--- src/design/bss_pkg.sv ---
// ----------------------------------------------------------------------------
// bss_pkg: shared types and constants of the bilinear sub-pixel shift unit
// Configuration layout, register indexes and the queue entry that passes
// from the front part to the arithmetic back part.
// ----------------------------------------------------------------------------
`default_nettype none

package bss_pkg;

    // Width of one image byte.
    localparam int PIXEL_W = 8;

    // Configuration port.
    localparam int CFG_IDX_W  = 2;
    localparam int CFG_DATA_W = 13;

    localparam logic [CFG_IDX_W-1:0] CFG_FRAC_X    = 2'd0;
    localparam logic [CFG_IDX_W-1:0] CFG_FRAC_Y    = 2'd1;
    localparam logic [CFG_IDX_W-1:0] CFG_CHANNELS  = 2'd2;
    localparam logic [CFG_IDX_W-1:0] CFG_ROW_BYTES = 2'd3;

    // Depth of the queue between front and back, and the width of its level.
    localparam int QUEUE_DEPTH = 4;
    localparam int QCNT_W      = $clog2(QUEUE_DEPTH + 1);

    // Configuration registers as seen by the datapath.
    typedef struct packed {
        logic [3:0]  frac_x;
        logic [3:0]  frac_y;
        logic [2:0]  channels;
        logic [12:0] row_bytes;
    } bss_cfg_t;

    // One classified item: the four neighbours and the end-of-row flag.
    typedef struct packed {
        logic [PIXEL_W-1:0] top_left;
        logic [PIXEL_W-1:0] top_right;
        logic [PIXEL_W-1:0] bot_left;
        logic [PIXEL_W-1:0] bot_right;
        logic               row_end;
    } bss_entry_t;

endpackage

`default_nettype wire

--- src/design/bss_queue.sv ---
// ----------------------------------------------------------------------------
// bss_queue: short queue between the front and back parts
// Holds classified items in flip-flops; the front never pushes into a full
// queue because its ready accounts for the level.
// ----------------------------------------------------------------------------
`default_nettype none

module bss_queue
    import bss_pkg::*;
(
    input  wire logic             clk,
    input  wire logic             rst_n,
    input  wire logic             push,
    input  wire bss_entry_t       push_data,
    input  wire logic             pop,
    output bss_entry_t            pop_data,
    output logic                  not_empty,
    output logic [QCNT_W-1:0]     level
);

    localparam int PTR_W = (QUEUE_DEPTH > 1) ? $clog2(QUEUE_DEPTH) : 1;

    bss_entry_t        slot_reg [QUEUE_DEPTH];
    logic [PTR_W-1:0]  wr_ptr_reg;
    logic [PTR_W-1:0]  rd_ptr_reg;
    logic [QCNT_W-1:0] level_reg;

    assign pop_data  = slot_reg[rd_ptr_reg];
    assign not_empty = (level_reg != '0);
    assign level     = level_reg;

    // Entry storage.
    always_ff @(posedge clk)
    begin
        if (push)
        begin
            slot_reg[wr_ptr_reg] <= push_data;
        end
    end

    // Pointers wrap at the queue depth.
    always_ff @(posedge clk or negedge rst_n)
    begin
        if (!rst_n)
        begin
            wr_ptr_reg <= '0;
            rd_ptr_reg <= '0;
            level_reg  <= '0;
        end
        else
        begin
            if (push)
            begin
                wr_ptr_reg <= (wr_ptr_reg == PTR_W'(QUEUE_DEPTH - 1)) ? '0
                                                                      : wr_ptr_reg + PTR_W'(1);
            end
            if (pop)
            begin
                rd_ptr_reg <= (rd_ptr_reg == PTR_W'(QUEUE_DEPTH - 1)) ? '0
                                                                      : rd_ptr_reg + PTR_W'(1);
            end
            case ({push, pop})
                2'b10:   level_reg <= level_reg + QCNT_W'(1);
                2'b01:   level_reg <= level_reg - QCNT_W'(1);
                default: level_reg <= level_reg;
            endcase
        end
    end

endmodule

`default_nettype wire

--- config.mk ---
export PLATFORM = sky130hd
export DESIGN_NAME = bss_queue
export DESIGN_NICKNAME = d
export VERILOG_FILES = /design/src/design/bss_pkg.sv /design/src/design/bss_queue.sv
export SDC_FILE = /design/constraint.sdc
export NUM_CORES = 1
export LEC_CHECK = 0
export ABC_AREA = 1
export BUFFER_PORTS_ARGS = -buffer_cell sky130_fd_sc_hd__buf_2
export CAP_MARGIN = 20
export CORE_ASPECT_RATIO = 0.75
export CORE_MARGIN = 4
export CORE_UTILIZATION = 58
export DETAILED_ROUTE_END_ITERATION = 6
export GPL_ROUTABILITY_DRIVEN = 0
export GPL_TIMING_DRIVEN = 1
export MAX_ROUTING_LAYER = met4
export PLACE_DENSITY = 0.84
export SLEW_MARGIN = 0
export SYNTH_ARGS = -nofsm -noshare
export SYNTH_HDL_FRONTEND = slang
export SYNTH_SLANG_ARGS = --single-unit
--- constraint.sdc ---
create_clock -name clk -period 2.2 [get_ports clk]
set_input_delay 0.22 -clock clk [delete_from_list [all_inputs] [get_ports clk]]
set_output_delay 0.22 -clock clk [all_outputs]
set_load 0.02 [all_outputs]
## Word level (Yosys, flattened, before mapping)

Memory sizes are Yosys's and may differ from the RTL's.
Index checks and enable logic that the tools add are counted.

- Muxes and demuxes: 5
- Equal/unequal tests: 4
- Reduce and logical (&&, ||, !) cells: 2
- $add $sub $neg: 4

Operator list:

| operator | number |
|---|---|
| 2-bit == test, second input constant | 3 |
| 3-bit case mux with 2 select lines | 1 |
| 2-bit by 1-bit adder with 2-bit output, second input constant | 2 |
| 2-bit two-way mux | 2 |
| 3-bit by 1-bit adder with 3-bit output, second input constant | 1 |
| 3-bit nonzero test | 1 |
| 3-bit by 1-bit subtractor with 3-bit output, second input constant | 1 |
| 2-bit by 1-bit == test with 1-bit output, second input constant | 1 |
| 1-bit two-way mux | 2 |
| 2-bit nonzero test | 1 |

- Memory bits (writable): 132
- Register bits: 7
- Output and inout port bits: 37
- Input bits: 37
- Logic and storage cells: 19
- Memories kept: 1

Memories:

| name | words | width | read ports | clocked after memory_dff | wr ports | RTL line | RTL |
|---|---|---|---|---|---|---|---|
| slot_reg | 4 | 33 | 1 | 0 | 1 | bss_queue.sv:23 | `bss_entry_t slot_reg [QUEUE_DEPTH];` |

## Depth between registers and ports, before layout

- Depth after elaboration: 2
- Depth in mapped cells: 9
- Mapped depth without buffers: 8

## Worst setup path before layout

No wires, ideal clock.

- Kind: flip-flop to flip-flop
- Start: reg wr_ptr_reg[0]
- End: mem slot_reg[2][0] (netlist name) (enable)
- Path slack: 0.484 ns
- Stages on the path, launching flop included: 5
- Data required time: 1.812 ns
- Library setup time: 0.388 ns
- Arrival time: 1.329 ns
- Cells stage by stage: dfrtp_1 inv_1 ha_1 nand2_1 inv_1

RTL lines:

| element | RTL line | RTL |
|---|---|---|
| start, declared | bss_queue.sv:24 | `logic [PTR_W-1:0] wr_ptr_reg;` |
| start signal, assigned | bss_queue.sv:54 | `wr_ptr_reg <= (wr_ptr_reg == PTR_W'(QUEUE_DEPTH - 1)) ? '0` |
| end, declared | bss_queue.sv:23 |  |

Straight into the memory's write port.

==> results.cfg <==
[outcome]
outcome = completed

[timing]
layout_worst_path_cycle_share_pct = 92.0
slew-limit-headroom_pct = 65.6
setup_viol = 0
maxSlewViolCount = 0
min_period_ps = 2020
hold_viol = 0
finalClockSkew_ps = 5.96
fmax_mhz = 494
rsz0062_at_grt = false
finalSetupTns_ps = 0
worst_slew_pin_slew_ps = 515

[job]
cap_violations = 0

[synthesis]
seq_area_frac_synth_pct = 69.9
synth_top_cell_area_share_pct = 67.0
async_flop_share_pct = 5.04
synth-edff-count = 132
ys.flop_type = edfxtp_1
synth_area_um2 = 5920
postSynthCellCount = 504
yosys.area.top_type = edfxtp_1
postSynthAreaPerCell_um2 = 11.7
synth-seq-cells = 139
netlist_top_cells_area = edfxtp_1, nand2_1, o211ai_2, inv_1, nor2_1
synth.net_count = 548
yosys_warnings = 0
netlist-cell-type-count = 19

[floorplanning]
design.die.area_um2 = 11900
die_h_um = 95.5
io_pins = 74
die_w_um = 125
core_area_um2 = 9810
rows = 31
initial_core_util_pct = 60.3

[setup_path]
reg2reg_slack_ps = 580
timing.rr.start = wr_ptr_reg[0]$_DFFE_PN0P_
start_kind = flip-flop
critPathKind = flip-flop to primary output
crit_required_ps = 1980
crit_path_end_kind = primary output
cp_max_fo = 31
cp.arrival_ps = 1800
reg2reg_to = slot_reg[3][0]$_DFFE_PP_
reg2reg_depth = 4

[placed_design]
place_hpwl_um = 6590
place_area_um2 = 6430
port_buffers = 73

[clock_tree]
numCtsBuffers = 17
htreeDepth = 4
clkTransAtPathRegs_ps = 60
cts_sinks = 139
clk_path_buf_depth = 2
cts_tree = built
clockRootBuffer = clkbuf_16
clock_latency_ps = 400

[drt]
ant_nets = 0
first_pass_iters = 4
wirelength_um = 10900
vias = 3651
vias_per_cell = 5.01
initialDrtViolationCount = 237
wl_per_cell_um = 14.9
remaining_drc_errors = 0

[layout]
finalNetCount = 628
antenna_cells = 0
final_cell_mix = nand2_1, edfxtp_1, inv_1
largest_reg_flops = 132
final_common_cell = nand2_1
drive_above_1_share_pct = 22.9
area_delta_synth_final_pct = 18.6
design_area_um2 = 7020

[pwr]
peakVddDrop_mv = 0.997
p_leak_nw = 3.04
powerDensity_nw_per_um2 = 1400

[grt]
grt_max_degree = 41
grt_pass1_wl_um = 17200
grt-ovfl-total = 0
antenna_found_initial = 0
grt_pass1_vias = 3515
grt_use_total_pct = 19.5

[hold_path]
holdPathEnd = slot_reg[0][26]$_DFFE_PP_
hold_depth = 1
holdCritPathClass = input pin to flip-flop
hold_start = push_data[26]
## what timing repair did
action	in CTS	in global routing
gates cloned	0	0
hold buffers	1	0
resized for setup	1	0
buffers inserted	0	1
endpoints found under the setup margin	2	5
hold endpoints to repair	7	0
## cell families (layout without fill, tap and decap cells)
kind of cell,after synthesis,in the layout,share of synthesized area [%]
xor gates and xnor gates,1,1,0.148
AOI/OAI and AO/OA,38,38,6.72
adders and majority gates,7,7,1.61
and+or+nand+nor,217,217,13.8
DFF,139,139,69.9
buffers and inverters,102,195,7.76
## worst max-delay path by stage
stage	startpoint	endpoint	slack, ps	cells after the start
detailed placement	rd_ptr_reg[0]$_DFFE_PN0P_	pop_data[23]	420	6
finish	rd_ptr_reg[0]$_DFFE_PN0P_	pop_data[25]	180	6
global placement	rd_ptr_reg[0]$_DFFE_PN0P_	pop_data[23]	480	6
floorplan	wr_ptr_reg[0]$_DFFE_PN0P_	slot_reg[2][0]$_DFFE_PP_	480	4
CTS	rd_ptr_reg[0]$_DFFE_PN0P_	pop_data[23]	60	6
global route	rd_ptr_reg[0]$_DFFE_PN0P_	pop_data[23]	70	6
## power breakdown
group	internal (mW)	leakage, nW	switching, mW
clock network	1.65	0.266	0.998
logic	1.19	1.48	2.38
registers	3.41	1.30	0.226
total	6.25	3.04	3.61
## metal layers
| metal | share of wire, % | GRT usage (%) | up-vias |
|---|---|---|---|
| met5 | 0 | - | - |
| met4 | 0.85 | 5.75 | 0 |
| met3 | 5.4 | 6.16 | 10 |
| met2 | 51 | 31.5 | 92 |
| met1 | 43 | 24.2 | 1742 |
| li1 | - | - | 1807 |
## synth_stat cells (2+ instances only)
library cell  instances
nand2_1             147
edfxtp_1            132
inv_1                78
nor2_1               68
o211ai_2             25
o211ai_1              8
buf_2                 7
dfrtp_1               7
buf_4                 6
buf_6                 6
ha_1                  6
clkbuf_1              4
o21ai_0               3
a21oi_1               2
## through the flow
stage,utilization (%),hold WS (ps),std cells,total power [mW],worst slack (ps)
2_1_floorplan,-,-75.6,504,6.25,484
3_3_place_gp,65.5,68.2,695,7.08,482
3_5_place_dp,65.5,72.3,695,7.22,420
4_1_cts,71.4,9.58,728,9.91,58.8
5_1_grt,71.5,8.99,729,10.5,74.4
6_report,71.5,28.3,729,9.86,176
## critical path: stages, from the launching register on
cell and delay (ps):
dfrtp_4 580, buf_6 290, nor2_1 80, nor2_1 120, nand2_1 60, nand2_1 80, buf_2 170
## final cells by class
class	count	area (um^2)
fill	669	2800
inverter	79	297
tap	132	165
multi-input combinational	263	1320
timing repair buffer	84	533
clock buffer	18	429
sequential	139	4140
clock inverter	14	130
No activity file was read; power rests on OpenSTA's default activity.
