`config.mk`:
```
export PLATFORM = sky130hd
export DESIGN_NAME = bss_back
export DESIGN_NICKNAME = d
export VERILOG_FILES = /design/src/design/bss_pkg.sv /design/src/design/bss_back.sv
export SDC_FILE = /design/constraint.sdc
export NUM_CORES = 1
export LEC_CHECK = 0
export ABC_AREA = 1
export ABC_CLOCK_PERIOD_IN_PS = 4400
export BUFFER_PORTS_ARGS = -buffer_cell sky130_fd_sc_hd__buf_2
export CAP_MARGIN = 20
export CORE_MARGIN = 5
export CORE_UTILIZATION = 59
export DETAILED_ROUTE_END_ITERATION = 6
export PLACE_DENSITY_LB_ADDON = 0.2
export SYNTH_ARGS = -nofsm -noshare
export SYNTH_HDL_FRONTEND = slang
export SYNTH_SLANG_ARGS = --single-unit
```
`constraint.sdc`:
```
create_clock -name clk -period 4.4 [get_ports clk]
set_clock_uncertainty 0.1 [all_clocks]
set_input_delay 0.44 -clock clk [delete_from_list [all_inputs] [get_ports clk]]
set_output_delay 0.44 -clock clk [all_outputs]
set_load 0.005 [all_outputs]
```
`src/design/bss_pkg.sv`:
```
// ----------------------------------------------------------------------------
// bss_pkg: shared types and constants of the bilinear sub-pixel shift unit
// Configuration layout, register indexes and the queue entry that passes
// from the front part to the arithmetic back part.
// ----------------------------------------------------------------------------
`default_nettype none

package bss_pkg;

    // Width of one image byte.
    localparam int PIXEL_W = 8;

    // Configuration port.
    localparam int CFG_IDX_W  = 2;
    localparam int CFG_DATA_W = 13;

    localparam logic [CFG_IDX_W-1:0] CFG_FRAC_X    = 2'd0;
    localparam logic [CFG_IDX_W-1:0] CFG_FRAC_Y    = 2'd1;
    localparam logic [CFG_IDX_W-1:0] CFG_CHANNELS  = 2'd2;
    localparam logic [CFG_IDX_W-1:0] CFG_ROW_BYTES = 2'd3;

    // Depth of the queue between front and back, and the width of its level.
    localparam int QUEUE_DEPTH = 4;
    localparam int QCNT_W      = $clog2(QUEUE_DEPTH + 1);

    // Configuration registers as seen by the datapath.
    typedef struct packed {
        logic [3:0]  frac_x;
        logic [3:0]  frac_y;
        logic [2:0]  channels;
        logic [12:0] row_bytes;
    } bss_cfg_t;

    // One classified item: the four neighbours and the end-of-row flag.
    typedef struct packed {
        logic [PIXEL_W-1:0] top_left;
        logic [PIXEL_W-1:0] top_right;
        logic [PIXEL_W-1:0] bot_left;
        logic [PIXEL_W-1:0] bot_right;
        logic               row_end;
    } bss_entry_t;

endpackage

`default_nettype wire

```
`src/design/bss_back.sv`:
```
// ----------------------------------------------------------------------------
// bss_back: weighting of the four neighbours and the output register
// Two stages: four products of byte by weight, then the rounded sum.
// ----------------------------------------------------------------------------
`default_nettype none

module bss_back
    import bss_pkg::*;
#(
    parameter int FRAC_BITS = 4
) (
    input  wire logic               clk,
    input  wire logic               rst_n,
    input  wire bss_cfg_t           cfg,
    input  wire logic               q_valid,
    input  wire bss_entry_t         q_data,
    output logic                    q_pop,
    output logic                    out_valid,
    input  wire logic               out_ready,
    output logic [PIXEL_W-1:0]      out_pixel,
    output logic                    out_row_end
);

    localparam int F_W   = FRAC_BITS + 1;
    localparam int WP_W  = 2 * F_W;
    localparam int WT_W  = 2 * FRAC_BITS + 1;
    localparam int PR_W  = PIXEL_W + WT_W;
    localparam int SUM_W = PR_W + 2;
    localparam logic [F_W-1:0]   RANGE = F_W'(1) << FRAC_BITS;
    localparam logic [SUM_W-1:0] ROUND = SUM_W'(1) << (2 * FRAC_BITS - 1);

    logic [F_W-1:0]  fx;
    logic [F_W-1:0]  fy;
    logic [F_W-1:0]  gx;
    logic [F_W-1:0]  gy;
    logic [WP_W-1:0] w_tl_full;
    logic [WP_W-1:0] w_tr_full;
    logic [WP_W-1:0] w_bl_full;
    logic [WP_W-1:0] w_br_full;
    logic [WT_W-1:0] w_tl_reg;
    logic [WT_W-1:0] w_tr_reg;
    logic [WT_W-1:0] w_bl_reg;
    logic [WT_W-1:0] w_br_reg;

    logic            p_valid_reg;
    logic            p_row_end_reg;
    logic [PR_W-1:0] p_tl_reg;
    logic [PR_W-1:0] p_tr_reg;
    logic [PR_W-1:0] p_bl_reg;
    logic [PR_W-1:0] p_br_reg;

    logic               out_valid_reg;
    logic [PIXEL_W-1:0] out_pixel_reg;
    logic               out_row_end_reg;

    logic             out_free;
    logic             p_free;
    logic [SUM_W-1:0] sum;

    // Weights follow the fractions; registered so each stage has one multiply.
    assign fx        = F_W'(cfg.frac_x[FRAC_BITS-1:0]);
    assign fy        = F_W'(cfg.frac_y[FRAC_BITS-1:0]);
    assign gx        = RANGE - fx;
    assign gy        = RANGE - fy;
    assign w_tl_full = WP_W'(gx) * WP_W'(gy);
    assign w_tr_full = WP_W'(fx) * WP_W'(gy);
    assign w_bl_full = WP_W'(gx) * WP_W'(fy);
    assign w_br_full = WP_W'(fx) * WP_W'(fy);

    always_ff @(posedge clk)
    begin
        w_tl_reg <= w_tl_full[WT_W-1:0];
        w_tr_reg <= w_tr_full[WT_W-1:0];
        w_bl_reg <= w_bl_full[WT_W-1:0];
        w_br_reg <= w_br_full[WT_W-1:0];
    end

    // Pipeline flow control.
    assign out_free = !out_valid_reg || out_ready;
    assign p_free   = !p_valid_reg || out_free;
    assign q_pop    = q_valid && p_free;

    // Product stage.
    always_ff @(posedge clk or negedge rst_n)
    begin
        if (!rst_n)
        begin
            p_valid_reg <= 1'b0;
        end
        else if (p_free)
        begin
            p_valid_reg <= q_valid;
        end
    end

    always_ff @(posedge clk)
    begin
        if (q_pop)
        begin
            p_tl_reg      <= PR_W'(q_data.top_left) * PR_W'(w_tl_reg);
            p_tr_reg      <= PR_W'(q_data.top_right) * PR_W'(w_tr_reg);
            p_bl_reg      <= PR_W'(q_data.bot_left) * PR_W'(w_bl_reg);
            p_br_reg      <= PR_W'(q_data.bot_right) * PR_W'(w_br_reg);
            p_row_end_reg <= q_data.row_end;
        end
    end

    // Rounded sum; the weights add up to the full range, so it fits a byte.
    assign sum = SUM_W'(p_tl_reg) + SUM_W'(p_tr_reg) + SUM_W'(p_bl_reg)
               + SUM_W'(p_br_reg) + ROUND;

    always_ff @(posedge clk or negedge rst_n)
    begin
        if (!rst_n)
        begin
            out_valid_reg <= 1'b0;
        end
        else if (out_free)
        begin
            out_valid_reg <= p_valid_reg;
        end
    end

    always_ff @(posedge clk)
    begin
        if (out_free && p_valid_reg)
        begin
            out_pixel_reg   <= sum[2*FRAC_BITS +: PIXEL_W];
            out_row_end_reg <= p_row_end_reg;
        end
    end

    assign out_valid   = out_valid_reg;
    assign out_pixel   = out_pixel_reg;
    assign out_row_end = out_row_end_reg;

endmodule

`default_nettype wire

```
Word-level counts from Yosys, hierarchy flattened
Index checks and enable logic that the tools add are counted.

Input bits: 61. Bits in registers: 111. Output and inout port bits: 11. Logic and storage cells: 33.

Multiply operators: 8. Add/sub/neg operators: 6. Reduce and logical (&&, ||, !) cells: 6.

Operators with widths (number): $add A16 B16 Y16 (3); $mul A8 B9 Y16 (3); $add A16 B8 Y16 const B (1); $mul A8 B8 Y16 (1); $sub A5 B4 Y5 const A (2); $mul A4 B5 Y9 (1); $mul A5 B4 Y9 (1); $mul A5 B5 Y9 (1); $mul A4 B4 Y8 (1); $logic_and A1 B1 Y1 (2); $logic_not A1 Y1 (2); $logic_or A1 B1 Y1 (2).

Logic depth before layout (Yosys ltp)
Word-level depth: 4. Gate-level depth with buffers: 21. Depth with buffers taken out: 20.

Worst setup path after synthesis
No wires, ideal clock.

Path type: input to register. Start: in q_data[15] in the netlist's numbering. End: reg p_bl_reg[14] (data pin). Path slack: 0.141 ns. Stages: 16. Required time: 4.047 ns. Data arrival time: 3.907 ns. Path buffers: 1. Path through: clkbuf_1 > nand2_1 > fa_1 > fa_1 > inv_1 > fa_1 > inv_1 > fa_1 > inv_1 > ha_1 > a21oi_1 > nor2_1 > o21ai_0 > nand3_1 > nand2_1 > nand2_1.

Longest elaborated chain between the ends: 1.

RTL lines: from (decl) (line bss_back.sv:16) `input wire bss_entry_t q_data,`; $mul A8 B9 Y16 (line bss_back.sv:102) `p_bl_reg <= PR_W'(q_data.bot_left) * PR_W'(w_bl_reg);`; to (signal assigned) (line bss_back.sv:102); to (decl) (line bss_back.sv:49) `logic [PR_W-1:0] p_bl_reg;`.

No other way between the ends. A chain may end at the register's enable or synchronous reset.

Worst setup path in the final report
Start: reg w_tr_reg[4]. End: reg p_tr_reg[14] (data pin).

Longest elaborated chain between the ends: 1.

RTL lines: from (decl) (line bss_back.sv:41) `logic [WT_W-1:0] w_tr_reg;`; from (signal assigned) (line bss_back.sv:73) `w_tr_reg <= w_tr_full[WT_W-1:0];`; $mul A8 B9 Y16 (line bss_back.sv:101) `p_tr_reg <= PR_W'(q_data.top_right) * PR_W'(w_tr_reg);`; to (signal assigned) (line bss_back.sv:101); to (decl) (line bss_back.sv:48) `logic [PR_W-1:0] p_tr_reg;`.

No other way between the ends.

==> metrics.json <==
{
  "end_kind": {"value": "flop"},
  "final-instance-count-excl-fill": {"value": 2628},
  "clock_sink_count": {"value": 108},
  "ctsHtreeMaxLevel": {"value": 3},
  "globalRoute.totalOverflow": {"value": 0},
  "finish.net_count": {"value": 2735},
  "global_route_wire_length_before_repair": {"value": 62.3, "unit": "mm"},
  "antenna_left": {"value": 0},
  "cp_max_fo": {"value": 6},
  "post_synth_num_cell_types": {"value": 38},
  "cts.root.buffer_cell": {"value": "sky130_fd_sc_hd__clkbuf_16"},
  "final.setup.tns": {"value": 0, "unit": "ps"},
  "post_detailed_route_drc_marker_count": {"value": 0},
  "layout-drive-gt1-share": {"value": 5.57, "unit": "%"},
  "first_global_vias": {"value": 13400},
  "insertedDiodeCount": {"value": 0},
  "maxCapViolations": {"value": 0},
  "antenna_found_initial": {"value": 1},
  "floorplan.initialDensity": {"value": 59.5, "unit": "%"},
  "worstPathCellList": {"value": "nand2_1 -> fa_1 -> fa_1 -> inv_1 -> fa_1 -> inv_1 -> fa_1 -> inv_1 -> ha_1 -> a21oi_1 -> nor2_1 -> o21ai_0 -> nand3_1 -> nand2_1 -> nand2_1"},
  "layout-area-overhead-vs-synth": {"value": 5.54, "unit": "%"},
  "stdcell_area": {"value": 18000, "unit": "µm²"},
  "criticalPathCategory": {"value": "reg -> reg"},
  "chipWidth": {"value": 180, "unit": "µm"},
  "cts.path.max_buffers": {"value": 2},
  "numPlacedInstances": {"value": 2611},
  "synth.yosys.seq_area_share": {"value": 17.1, "unit": "%"},
  "cts_setup_buffers": {"value": 0},
  "min_period": {"value": 4160, "unit": "ps"},
  "ys_seq_elements": {"value": 108},
  "rr_worst_depth": {"value": 15},
  "reg2reg_from": {"value": "w_tr_reg[4]"},
  "full_die_area": {"value": 32300, "unit": "µm²"},
  "status": {"value": "finished, final reports clean"},
  "pin_count_of_the_biggest_net_entering_global_routing": {"value": 34},
  "die_y": {"value": 180, "unit": "µm"},
  "dp.final_hpwl": {"value": 31.1, "unit": "mm"},
  "first_pass_iters": {"value": 6},
  "min-delay-path-class": {"value": "in -> reg"},
  "utilization": {"value": 62.7, "unit": "%"},
  "clock.fmax": {"value": 0.240, "unit": "GHz"},
  "port-buffer-count": {"value": 55},
  "cp_slowest_cell": {"value": "sky130_fd_sc_hd__fa_1"},
  "finalMaxSlewViolations": {"value": 0},
  "worst_ep_arrival_time": {"value": 4180, "unit": "ps"},
  "post_drt_via_cell_ratio": {"value": 4.98},
  "worstReg2RegEnd": {"value": "p_tr_reg[14]"},
  "crit_end": {"value": "p_tr_reg[14]"},
  "dr.first_iter.drc_count": {"value": 692},
  "final_cell_mix": {"value": "sky130_fd_sc_hd__inv_1 (643), sky130_fd_sc_hd__nand2_1 (589), sky130_fd_sc_hd__ha_1 (223)"},
  "fin_crit_sh": {"value": 94.6, "unit": "%"},
  "layout_commonest_cell": {"value": "sky130_fd_sc_hd__inv_1"},
  "finalSetupViolations": {"value": 0},
  "dpl-instance-area": {"value": 17700, "unit": "µm²"},
  "insertion_delay": {"value": 370, "unit": "ps"},
  "number_of_filler_cells_placed_in_the_layout": {"value": 2511},
  "cts_tree": {"value": "done"},
  "timing.max_slew.rel_slack": {"value": 43.2, "unit": "%"},
  "synthesis.area_per_instance": {"value": 7.66, "unit": "µm²"},
  "setup_repair_after_global_routing_missed_its_margin": {"value": "no"},
  "synth.net_count": {"value": 2718},
  "post_synthesis_instance_area": {"value": 17000, "unit": "µm²"},
  "wirelength": {"value": 35.6, "unit": "mm"},
  "largest_stage_delay_on_the_critical_path": {"value": 540, "unit": "ps"},
  "timing.final.hold_violations": {"value": 0},
  "worst_slew_pin_tran": {"value": 852, "unit": "ps"},
  "synth_warnings": {"value": 0},
  "critPathMostFrequentCell": {"value": "sky130_fd_sc_hd__fa_1"},
  "average_routed_wire_per_standard_cell": {"value": 13.5, "unit": "µm"},
  "globalplace.congestion": {"value": 0.927},
  "io_pins": {"value": 72},
  "post_synth_inst_count": {"value": 2222},
  "setup.worst_path.start": {"value": "w_tr_reg[4]"},
  "cts_bufs_inserted": {"value": 9},
  "worst_reg_to_reg_setup_slack": {"value": 240, "unit": "ps"},
  "detailroute.via_count": {"value": 13100},
  "placement_rows": {"value": 62},
  "path_clk_slew": {"value": 90, "unit": "ps"},
  "crit_required": {"value": 4420, "unit": "ps"},
  "timing.critical_path.from_type": {"value": "flop"},
  "placeableCoreArea": {"value": 28600, "unit": "µm²"},
  "gr_util_all_layers": {"value": 23.0, "unit": "%"}
}
==> metal layers <==
metal	vias up	GRT usage, %	part of all wire, %
met5	-	0	0.051
met4	2	5.24	2.2
met3	50	2.85	4.2
met2	264	40.1	48
met1	6222	30.8	46
li1	6552	-	-
==> cells by family after synthesis <==
logic type	after synthesis	synth area share, %
simple gates	793	18.7
buf+inv	723	16.1
compound gates	96	3.20
xor+xnor	67	3.49
fa+ha+maj	435	41.3
flops	108	17.1
==> what timing repair did <==
action	in CTS	in global routing
hold buffers	1	0
setup endpoints to repair	0	4
hold endpoints to repair	2	0
gates resized for setup	0	8
==> worst min-delay path by stage <==
stage | from | endpoint | slack [ps] | cells past startpoint
4_1_cts | q_data[0] | p_row_end_reg | 140 | 1
5_1_grt | q_data[0] | p_row_end_reg | 130 | 1
3_3_place_gp | rst_n | out_valid | 120 | 1
2_1_floorplan | rst_n | out_valid | 40 | 0
6_report | q_data[0] | p_row_end_reg | 140 | 1
3_5_place_dp | rst_n | out_valid | 130 | 1
==> critical path, delay by kind of cell (launching register included) <==
kind / cells / cell delay [ps]
buffers and inverters: 3 / 140
adders and majority gates: 5 / 2280
and+or+nand+nor: 5 / 450
AOI/OAI and AO/OA: 2 / 450
DFF: 1 / 520
==> cell type report <==
class / instances / area [µm²] / share of cell area, %
inverter: 650 / 2440 / 13.6
clock buffer: 10 / 229 / 1.27
tap: 384 / 480 / 2.68
clock inverter: 6 / 56.3 / 0.314
multi-input combinational: 1391 / 11400 / 63.3
timing repair buffer: 79 / 470 / 2.62
sequential: 108 / 2920 / 16.3
==> synth_stat cells <==
| master | instances | area share [%] |
|---|---|---|
| sky130_fd_sc_hd__nand2_2 | 3 | 0.11 |
| sky130_fd_sc_hd__dfrtp_1 | 2 | 0.29 |
| sky130_fd_sc_hd__nand4_1 | 23 | 0.85 |
| sky130_fd_sc_hd__inv_2 | 5 | 0.11 |
| sky130_fd_sc_hd__nand3_4 | 1 | 0.10 |
| sky130_fd_sc_hd__or2_2 | 1 | 0.037 |
| sky130_fd_sc_hd__o21bai_1 | 7 | 0.31 |
| sky130_fd_sc_hd__xnor2_1 | 30 | 1.5 |
| sky130_fd_sc_hd__inv_1 | 644 | 14 |
| sky130_fd_sc_hd__clkbuf_1 | 61 | 1.3 |
| sky130_fd_sc_hd__nand2_1 | 589 | 13 |
| sky130_fd_sc_hd__nor2_2 | 3 | 0.11 |
| sky130_fd_sc_hd__o21ai_0 | 16 | 0.47 |
| sky130_fd_sc_hd__dfxtp_1 | 32 | 3.8 |
| sky130_fd_sc_hd__ha_1 | 223 | 16 |
| sky130_fd_sc_hd__nand3_1 | 72 | 2.1 |
| sky130_fd_sc_hd__a21oi_1 | 52 | 1.5 |
| sky130_fd_sc_hd__xor2_1 | 36 | 1.9 |
| sky130_fd_sc_hd__or2_1 | 1 | 0.037 |
| sky130_fd_sc_hd__o21ai_2 | 5 | 0.26 |
| sky130_fd_sc_hd__a31oi_1 | 6 | 0.22 |
| sky130_fd_sc_hd__nor3_1 | 2 | 0.059 |
| sky130_fd_sc_hd__o21ai_1 | 3 | 0.088 |
| sky130_fd_sc_hd__nand2_4 | 1 | 0.066 |
| sky130_fd_sc_hd__clkinv_1 | 1 | 0.022 |
| sky130_fd_sc_hd__and2_1 | 1 | 0.037 |
| sky130_fd_sc_hd__nor2_1 | 92 | 2.0 |
| sky130_fd_sc_hd__buf_6 | 2 | 0.13 |
| sky130_fd_sc_hd__fa_1 | 212 | 25 |
| sky130_fd_sc_hd__a21o_1 | 5 | 0.22 |
| sky130_fd_sc_hd__edfxtp_1 | 74 | 13 |
| sky130_fd_sc_hd__nor3_2 | 1 | 0.059 |
| sky130_fd_sc_hd__a21oi_2 | 2 | 0.10 |
| sky130_fd_sc_hd__buf_2 | 10 | 0.29 |
| sky130_fd_sc_hd__nand3_2 | 1 | 0.059 |
| sky130_fd_sc_hd__and3_1 | 1 | 0.037 |
| sky130_fd_sc_hd__or2_4 | 1 | 0.051 |
| sky130_fd_sc_hd__xnor2_2 | 1 | 0.096 |
==> stage by stage <==
step                hold WS [ps]  setup WS, ps
global placement             125          51.9
detailed placement           125          42.6
CTS                          137           190
global route                 134          2.77
finish                       141           239
floorplan                   44.4           141
Power is not shown: default switching activity piles up to over one toggle a cycle in this logic, so the estimate is an artifact.
